`src/asp_pkg.sv`:
```
// Package for the SGR escape sequence parser.
// Holds the character codes, status codes, attribute masks and result type.
// No dependencies.
package asp_pkg;

    // Character codes recognised by the parser.
    localparam logic [7:0] ChEsc   = 8'h1B;
    localparam logic [7:0] ChLbr   = 8'h5B;
    localparam logic [7:0] ChSemi  = 8'h3B;
    localparam logic [7:0] ChColon = 8'h3A;
    localparam logic [7:0] ChFinal = 8'h6D;
    localparam logic [7:0] ChZero  = 8'h30;
    localparam logic [7:0] ChNine  = 8'h39;

    // Parameter values saturate here.
    localparam logic [7:0] ParamMax = 8'd255;

    // Style bit masks.
    localparam logic [5:0] StBold      = 6'h01;
    localparam logic [5:0] StItalic    = 6'h02;
    localparam logic [5:0] StUnderline = 6'h04;
    localparam logic [5:0] StBlink     = 6'h08;
    localparam logic [5:0] StReverse   = 6'h10;
    localparam logic [5:0] StFrame     = 6'h20;
    localparam logic [5:0] StAll       = 6'h3F;

    // Colour mode masks.
    localparam logic [3:0] CmFgDef = 4'h1;
    localparam logic [3:0] CmBgDef = 4'h2;
    localparam logic [3:0] CmFgIdx = 4'h4;
    localparam logic [3:0] CmBgIdx = 4'h8;

    typedef enum logic [1:0] {
        ST_PENDING = 2'd0,
        ST_DONE    = 2'd1,
        ST_REJECT  = 2'd2,
        ST_IGNORED = 2'd3
    } t_status;

    typedef struct packed {
        t_status    status;
        logic [5:0] add_flags;
        logic [5:0] remove_flags;
        logic [3:0] color_flags;
        logic [3:0] fg_index;
        logic [3:0] bg_index;
    } t_result;

endpackage

```
`src/asp_in_if.sv`:
```
// Input channel of the SGR escape sequence parser: one character per item.
// Depends on nothing.
interface asp_in_if;
    logic       valid;
    logic       ready;
    logic       restart;
    logic [7:0] ch;

    modport source (output valid, output restart, output ch, input ready);
    modport sink (input valid, input restart, input ch, output ready);
endinterface

```
`src/asp_out_if.sv`:
```
// Result channel of the SGR escape sequence parser: status and attributes.
// Depends on nothing.
interface asp_out_if;
    logic       valid;
    logic       ready;
    logic [1:0] status;
    logic [5:0] add_flags;
    logic [5:0] remove_flags;
    logic [3:0] color_flags;
    logic [3:0] fg_index;
    logic [3:0] bg_index;

    modport source (output valid, output status, output add_flags, output remove_flags,
                    output color_flags, output fg_index, output bg_index, input ready);
    modport sink (input valid, input status, input add_flags, input remove_flags,
                  input color_flags, input fg_index, input bg_index, output ready);
endinterface

```
`src/ansi_sgr_escape_parser.sv`:
```
// SGR escape sequence parser, top level.
// Depends on asp_pkg, asp_in_if and asp_out_if.
//
// Usage:
//   i_in carries one character byte per item, with a restart bit that clears
//   the parser and the collected attributes before that byte is handled.
//   o_out carries exactly one result item per input item, in order: a status
//   and the attribute state (styles to add and remove, colour flags and the
//   16-colour indices) as it stands after the byte.
//   Each result is registered in the output or skid register. Throughput is
//   one item per cycle while input ready is high; the parser state is updated
//   at the accepting edge, so a byte may follow in the very next cycle.
//   The result side has an output register and a one-item skid register.
//   When the receiver stalls, the output register holds and one further item
//   is taken into the skid register; input ready then falls until the
//   receiver drains it. Input ready comes straight from a register.
//   After reset the parser waits for ESC with all attributes zero, both
//   result registers are empty and input ready is high.
module ansi_sgr_escape_parser (
    input  logic      i_clk,
    input  logic      i_rst_n,
    asp_in_if.sink    i_in,
    asp_out_if.source o_out
);

    typedef enum logic [1:0] {
        PH_IDLE = 2'd0,
        PH_ESC  = 2'd1,
        PH_NUM  = 2'd2,
        PH_END  = 2'd3
    } t_phase;

    t_phase     r_phase, n_phase, e_phase;
    logic [7:0] r_param, n_param, e_param;
    logic [5:0] r_set, n_set, e_set;
    logic [5:0] r_clr, n_clr, e_clr;
    logic [3:0] r_cmode, n_cmode, e_cmode;
    logic [3:0] r_fg, n_fg, e_fg;
    logic [3:0] r_bg, n_bg, e_bg;

    asp_pkg::t_result r_out, n_out;
    asp_pkg::t_result r_skid, n_skid;
    logic             r_out_valid, n_out_valid;
    logic             r_skid_valid, n_skid_valid;

    asp_pkg::t_status step_status;
    asp_pkg::t_result step_res;

    logic       in_acc;
    logic       out_free;
    logic [3:0] digit;
    logic [11:0] param_acc;

    // Result of applying the finished parameter.
    logic       ap_ok;
    logic [5:0] ap_set;
    logic [5:0] ap_clr;
    logic [3:0] ap_cmode;
    logic [3:0] ap_fg;
    logic [3:0] ap_bg;
    logic [7:0] fg_lo, fg_hi, bg_lo, bg_hi;

    assign i_in.ready = !r_skid_valid;
    assign in_acc     = i_in.valid && !r_skid_valid;
    assign out_free   = !r_out_valid || o_out.ready;

    // A restart clears everything before the byte is looked at.
    always_comb begin
        if (i_in.restart) begin
            e_phase = PH_IDLE;
            e_param = '0;
            e_set   = '0;
            e_clr   = '0;
            e_cmode = '0;
            e_fg    = '0;
            e_bg    = '0;
        end else begin
            e_phase = r_phase;
            e_param = r_param;
            e_set   = r_set;
            e_clr   = r_clr;
            e_cmode = r_cmode;
            e_fg    = r_fg;
            e_bg    = r_bg;
        end
    end

    assign digit     = 4'(i_in.ch - asp_pkg::ChZero);
    assign param_acc = {1'b0, e_param, 3'b000} + {3'b000, e_param, 1'b0} + {8'd0, digit};

    assign fg_lo = e_param - 8'd30;
    assign fg_hi = e_param - 8'd82;
    assign bg_lo = e_param - 8'd40;
    assign bg_hi = e_param - 8'd92;

    always_comb begin
        ap_ok    = 1'b1;
        ap_set   = e_set;
        ap_clr   = e_clr;
        ap_cmode = e_cmode;
        ap_fg    = e_fg;
        ap_bg    = e_bg;
        case (e_param)
            8'd0: begin
                ap_set   = '0;
                ap_clr   = asp_pkg::StAll;
                ap_cmode = asp_pkg::CmFgDef | asp_pkg::CmBgDef;
            end
            8'd1:  ap_set = e_set | asp_pkg::StBold;
            8'd3:  ap_set = e_set | asp_pkg::StItalic;
            8'd4:  ap_set = e_set | asp_pkg::StUnderline;
            8'd5:  ap_set = e_set | asp_pkg::StBlink;
            8'd7:  ap_set = e_set | asp_pkg::StReverse;
            8'd51: ap_set = e_set | asp_pkg::StFrame;
            8'd21, 8'd22: ap_clr = e_clr | asp_pkg::StBold;
            8'd23: ap_clr = e_clr | asp_pkg::StItalic;
            8'd24: ap_clr = e_clr | asp_pkg::StUnderline;
            8'd25: ap_clr = e_clr | asp_pkg::StBlink;
            8'd27: ap_clr = e_clr | asp_pkg::StReverse;
            8'd54: ap_clr = e_clr | asp_pkg::StFrame;
            8'd38, 8'd48: begin
                // Extended colour selectors are taken but have no effect.
            end
            8'd39: ap_cmode = e_cmode | asp_pkg::CmFgDef;
            8'd49: ap_cmode = e_cmode | asp_pkg::CmBgDef;
            default: begin
                if (e_param >= 8'd30 && e_param <= 8'd37) begin
                    ap_fg    = fg_lo[3:0];
                    ap_cmode = (e_cmode | asp_pkg::CmFgIdx) & ~asp_pkg::CmFgDef;
                end else if (e_param >= 8'd90 && e_param <= 8'd97) begin
                    ap_fg    = fg_hi[3:0];
                    ap_cmode = (e_cmode | asp_pkg::CmFgIdx) & ~asp_pkg::CmFgDef;
                end else if (e_param >= 8'd40 && e_param <= 8'd47) begin
                    ap_bg    = bg_lo[3:0];
                    ap_cmode = (e_cmode | asp_pkg::CmBgIdx) & ~asp_pkg::CmBgDef;
                end else if (e_param >= 8'd100 && e_param <= 8'd107) begin
                    ap_bg    = bg_hi[3:0];
                    ap_cmode = (e_cmode | asp_pkg::CmBgIdx) & ~asp_pkg::CmBgDef;
                end else begin
                    ap_ok = 1'b0;
                end
            end
        endcase
    end

    // Next parser state and the status of this byte.
    always_comb begin
        n_phase     = e_phase;
        n_param     = e_param;
        n_set       = e_set;
        n_clr       = e_clr;
        n_cmode     = e_cmode;
        n_fg        = e_fg;
        n_bg        = e_bg;
        step_status = asp_pkg::ST_PENDING;
        case (e_phase)
            PH_IDLE: begin
                if (i_in.ch == asp_pkg::ChEsc) begin
                    n_phase = PH_ESC;
                end else begin
                    step_status = asp_pkg::ST_REJECT;
                end
            end
            PH_ESC: begin
                if (i_in.ch == asp_pkg::ChLbr) begin
                    n_phase = PH_NUM;
                end else begin
                    n_phase     = PH_IDLE;
                    step_status = asp_pkg::ST_REJECT;
                end
            end
            PH_NUM: begin
                if (i_in.ch >= asp_pkg::ChZero && i_in.ch <= asp_pkg::ChNine) begin
                    n_param = (param_acc > {4'd0, asp_pkg::ParamMax}) ? asp_pkg::ParamMax
                                                                     : param_acc[7:0];
                end else if ((i_in.ch == asp_pkg::ChSemi || i_in.ch == asp_pkg::ChColon ||
                              i_in.ch == asp_pkg::ChFinal) && ap_ok) begin
                    n_param = '0;
                    n_set   = ap_set;
                    n_clr   = ap_clr;
                    n_cmode = ap_cmode;
                    n_fg    = ap_fg;
                    n_bg    = ap_bg;
                    if (i_in.ch == asp_pkg::ChFinal) begin
                        n_phase     = PH_END;
                        step_status = asp_pkg::ST_DONE;
                    end
                end else begin
                    step_status = asp_pkg::ST_REJECT;
                end
            end
            default: begin
                step_status = asp_pkg::ST_IGNORED;
            end
        endcase
        // A rejected sequence leaves nothing behind.
        if (step_status == asp_pkg::ST_REJECT) begin
            n_phase = PH_IDLE;
            n_param = '0;
            n_set   = '0;
            n_clr   = '0;
            n_cmode = '0;
            n_fg    = '0;
            n_bg    = '0;
        end
    end

    always_comb begin
        step_res.status       = step_status;
        step_res.add_flags    = n_set;
        step_res.remove_flags = n_clr;
        step_res.color_flags  = n_cmode;
        step_res.fg_index     = n_fg;
        step_res.bg_index     = n_bg;
    end

    // Output register with a one-item skid register behind it.
    always_comb begin
        n_out        = r_out;
        n_skid       = r_skid;
        n_out_valid  = r_out_valid;
        n_skid_valid = r_skid_valid;
        if (r_skid_valid) begin
            if (out_free) begin
                n_out        = r_skid;
                n_out_valid  = 1'b1;
                n_skid_valid = 1'b0;
            end
        end else if (in_acc) begin
            if (out_free) begin
                n_out       = step_res;
                n_out_valid = 1'b1;
            end else begin
                n_skid       = step_res;
                n_skid_valid = 1'b1;
            end
        end else if (out_free) begin
            n_out_valid = 1'b0;
        end
    end

    always_ff @(posedge i_clk) begin
        if (!i_rst_n) begin
            r_phase      <= PH_IDLE;
            r_param      <= '0;
            r_set        <= '0;
            r_clr        <= '0;
            r_cmode      <= '0;
            r_fg         <= '0;
            r_bg         <= '0;
            r_out_valid  <= 1'b0;
            r_skid_valid <= 1'b0;
        end else begin
            if (in_acc) begin
                r_phase <= n_phase;
                r_param <= n_param;
                r_set   <= n_set;
                r_clr   <= n_clr;
                r_cmode <= n_cmode;
                r_fg    <= n_fg;
                r_bg    <= n_bg;
            end
            r_out_valid  <= n_out_valid;
            r_skid_valid <= n_skid_valid;
        end
        r_out  <= n_out;
        r_skid <= n_skid;
    end

    assign o_out.valid        = r_out_valid;
    assign o_out.status       = r_out.status;
    assign o_out.add_flags    = r_out.add_flags;
    assign o_out.remove_flags = r_out.remove_flags;
    assign o_out.color_flags  = r_out.color_flags;
    assign o_out.fg_index     = r_out.fg_index;
    assign o_out.bg_index     = r_out.bg_index;

endmodule

```
`src/flat_wrapper.sv`:
```
// flat-port wrapper written by rule: the top's interface ports become plain ports
module ansi_sgr_escape_parser_flat 
  (i_clk, i_rst_n, i_in_valid, i_in_restart, i_in_ch, i_in_ready, o_out_valid, o_out_status, o_out_add_flags, o_out_remove_flags, o_out_color_flags, o_out_fg_index, o_out_bg_index, o_out_ready);
  asp_in_if i_in_i ();
  asp_out_if o_out_i ();
  input  logic i_clk;
  input  logic i_rst_n;
  input wire logic [$bits(i_in_i.valid)-1:0] i_in_valid;
  input wire logic [$bits(i_in_i.restart)-1:0] i_in_restart;
  input wire logic [$bits(i_in_i.ch)-1:0] i_in_ch;
  output wire logic [$bits(i_in_i.ready)-1:0] i_in_ready;
  output wire logic [$bits(o_out_i.valid)-1:0] o_out_valid;
  output wire logic [$bits(o_out_i.status)-1:0] o_out_status;
  output wire logic [$bits(o_out_i.add_flags)-1:0] o_out_add_flags;
  output wire logic [$bits(o_out_i.remove_flags)-1:0] o_out_remove_flags;
  output wire logic [$bits(o_out_i.color_flags)-1:0] o_out_color_flags;
  output wire logic [$bits(o_out_i.fg_index)-1:0] o_out_fg_index;
  output wire logic [$bits(o_out_i.bg_index)-1:0] o_out_bg_index;
  input wire logic [$bits(o_out_i.ready)-1:0] o_out_ready;
  assign i_in_i.valid = i_in_valid;
  assign i_in_i.restart = i_in_restart;
  assign i_in_i.ch = i_in_ch;
  assign i_in_ready = i_in_i.ready;
  assign o_out_valid = o_out_i.valid;
  assign o_out_status = o_out_i.status;
  assign o_out_add_flags = o_out_i.add_flags;
  assign o_out_remove_flags = o_out_i.remove_flags;
  assign o_out_color_flags = o_out_i.color_flags;
  assign o_out_fg_index = o_out_i.fg_index;
  assign o_out_bg_index = o_out_i.bg_index;
  assign o_out_i.ready = o_out_ready;
  ansi_sgr_escape_parser u_core (.i_clk(i_clk), .i_rst_n(i_rst_n), .i_in(i_in_i), .o_out(o_out_i));
endmodule
```
`config.mk`:
```
export PLATFORM = sky130hd
export DESIGN_NAME = ansi_sgr_escape_parser_flat
export DESIGN_NICKNAME = d
export VERILOG_FILES = /design/src/asp_pkg.sv /design/src/asp_in_if.sv /design/src/asp_out_if.sv /design/src/ansi_sgr_escape_parser.sv /design/src/flat_wrapper.sv
export SDC_FILE = /design/constraint.sdc
export NUM_CORES = 1
export LEC_CHECK = 0
export BUFFER_PORTS_ARGS = -buffer_cell sky130_fd_sc_hd__buf_2
export CORE_MARGIN = 2
export CORE_UTILIZATION = 55
export DETAILED_ROUTE_END_ITERATION = 16
export MAX_ROUTING_LAYER = met4
export PLACE_DENSITY_LB_ADDON = 0.15
export SETUP_SLACK_MARGIN = 0.02
export SYNTH_ARGS = -nofsm -noshare
export SYNTH_HDL_FRONTEND = slang
export SYNTH_SLANG_ARGS = --single-unit
```
`constraint.sdc`:
```
create_clock -name i_clk -period 3.4 [get_ports i_clk]
set_input_delay 0.34 -clock i_clk [delete_from_list [all_inputs] [get_ports i_clk]]
set_output_delay 0.34 -clock i_clk [all_outputs]
set_load 0.01 [all_outputs]
```
==> metrics.txt <==
PD cells=344 nW/um2; Die W=101 um; Clock Power Share=37.4%; commonest non-fill, non-tap cell in the layout=nand2_1; RR Startpoint=u_core.r_param[0]$_SDFFE_PN0P_; PnR worst setup slack=0.212 ns; minimum clock period=3.19 ns; sw frac=23.8%; commonest cells after routing, fill and taps aside=nand2_1, edfxtp_1, buf_4; Final Cell Area=5960 um2; I/O pin total=41; Worst Skew=0.0160 ns; # fillers=753; area of the multi-input gates=2700 um2; Pwr Total=2.05 mW; drc violations=0; critical path peak fanout=8; net switching power=0.488 mW; register area share after synthesis=44.3%; max_cap viols=0; P_int=1.56 mW; nets=645; path type of the worst min-delay path=input pin to flip-flop; RR Endpoint=u_core.r_param[0]$_SDFFE_PN0P_; drt via density=6.06; crit share post-route=93.8%; hold depth=3; sequential cell area=2280 um2; hold-critical path endpoint=u_core.r_param[0]$_SDFFE_PN0P_; crit path kind=flip-flop to flip-flop; Core Util, Final=65.1%; WL per Instance=18.4 um; Placer Congestion=1.01; initial antenna violation count=0; Place WS=0.00157 ns; hpwl dp=9870 um; Synth Net Count=578; Clock Latency Late Sink=0.37 ns; Min Hold Slack=0.310 ns; worst IR drop on VDD=0.000235 V; placed cells=707; Final Hold Fails=0; fmax=314 MHz; Post-Synthesis Cell Area=5150 um2; Layout Cells excl Fill=724; combinational group share of total power=6.0%; Setup crit start kind=flip-flop; drt total wl=13300 um; Leakage=2.36 nW; clk sinks=88; CP arrival=3.44 ns; Area Growth Syn to Fin=15.6%; die area=10200 um2; reg2reg setup slack=0.21 ns; RSZ-0062 raised after global routing=false; status=completed; pin count of the biggest net entering global routing=48; Syn Area/Cell=9.52 um2; Root Driver=clkbuf_8; Final ANT Viol Nets=0; vias in the first global route=4341; FF-to-FF path depth=12; hold buffers post-CTS=0; Slew Viols, Final=0; fraction of layout cells with a size suffix above 1=23.3%; CTS tree=done; # diodes=0; Final Setup Violations=0; effective utilization at floorplan=56.3%; Synth area leaders=edfxtp_1, dfxtp_1, ha_1, nand2_1, o21ai_0; Mapped Cells=541; WP data required=3.65 ns; synth warn=0; final setup TNS=0 ns; core area=9150 um2; drt pass-1 iters=5; first-pass GRT wire length=21600 um; Worst-Margin Slew=0.792 ns; FFs w/ async S/R, synth=0%; row count=35; Reg clk slew, reported paths=0.09 ns; area leader, netlist=edfxtp_1; EDFF count, synth=52; buffers added on ports=40; H-tree levels=3; DR vias=4391; initial DRC count=286; Hold Crit Start=i_in_ch[0]; grt ovf=0; Clock Path Buffers=2; Seq pwr share=56.6%; Synth Register Bits=88; Yosys top cell area share=30.3%; CTS Buf Count=9; Worst setup EP type=flip-flop; ys flop type=edfxtp_1; max_slew headroom=47.1%; placed cell areas=5730 um2; Total GRT Usage=28.1%; Die Span Y=101 um; synth unique cells=75
## final cells by class
cell class	count	area share (%)
Inverter	15	0.945
Sequential cell	88	38.3
Tap cell	111	2.33
Clock inverter	6	1.22
Clock buffer	10	2.31
Timing Repair Buffer	89	9.54
Multi-Input combinational cell	405	45.3
## power groups by stage
stage / logic [mW] / registers [mW] / clock network [mW]
final: 0.123 / 1.16 / 0.766
after global routing: 0.136 / 1.16 / 0.813
after CTS: 0.123 / 1.16 / 0.770
after detailed placement: 0.123 / 1.19 / 0
after global placement: 0.121 / 1.19 / 0
after floorplan: 0.0584 / 1.20 / 0
## worst max-delay path by stage
stage | start | endpoint
after floorplan | u_core.r_param[0]$_SDFFE_PN0P_ | u_core.r_param[1]$_SDFFE_PN0P_
after CTS | u_core.r_param[3]$_SDFFE_PN0P_ | u_core.o_out.fg_index[1]$_DFFE_PP_
after global placement | i_in_restart | u_core.o_out.color_flags[1]$_DFFE_PP_
after detailed placement | i_in_restart | u_core.o_out.fg_index[1]$_DFFE_PP_
final | u_core.r_param[0]$_SDFFE_PN0P_ | u_core.r_param[0]$_SDFFE_PN0P_
after global routing | u_core.r_param[0]$_SDFFE_PN0P_ | u_core.r_param[4]$_SDFFE_PN0P_
## registers in the layout, indices dropped and copies added, names as in the netlist, 6 cells and up
register and flops:
u_core.r_set 6, u_core.r_clr 6, u_core.r_param 8, u_core.o_out.add_flags 6
u_core.r_skid 26, u_core.o_out.remove_flags 6
## cells by family (layout without fill, tap and decap cells)
group           Yosys count  count (layout)  synth area share [%]
compound gates          150             150                  21.0
xor+xnor                  6               6                  1.02
fa+ha+maj                24              24                  5.97
buf+inv                  48             120                  4.03
flops                    88              88                  44.3
mux                      10              10                  2.06
simple gates            215             215                  21.7
## what timing repair did
action	in CTS	in global routing
endpoints found under the setup margin	0	25
gates resized for setup	0	7
buffers inserted	0	1
## cell usage after synthesis (all sizes together) (3+ instances only)
cell	number
nand4	5
nor2	41
clkbuf	20
xnor2	3
edfxtp	52
xor2	3
a211oi	3
or4	3
o211ai	5
or2	6
and3	4
ha	23
a21oi	21
nor3	12
o21a	3
mux2i	5
buf	13
a31oi	10
nand2b	10
nor3b	7
dfxtp	36
o2bb2ai	5
nand2	59
mux2	5
nor2b	17
nand3	30
o31ai	16
a22o	8
or3	3
o21ai	40
inv	14
and2	6
a22oi	3
a31o	3
a32o	6
a21o	8
## layer usage
metal  up-vias  routed length (um)  GRT usage (%)
li1       2138                   -              -
met1      2074                5940           35.6
met2       150                6300           44.8
met3        29                 737           5.06
met4         0                 364           11.1
met5         -                   0              -
## critical path, cell delays in order, from the launching register on
cell	delay [ns]
dfxtp_1	0.34
nor2b_2	0.17
xor2_1	0.19
ha_1	0.30
fa_1	0.47
a21o_1	0.20
a21oi_1	0.17
nor2_1	0.09
or3_1	0.35
a311oi_4	0.45
buf_4	0.18
nand2b_1	0.05
o2bb2ai_1	0.11
Note: power is estimated with default switching activity, not from simulation.
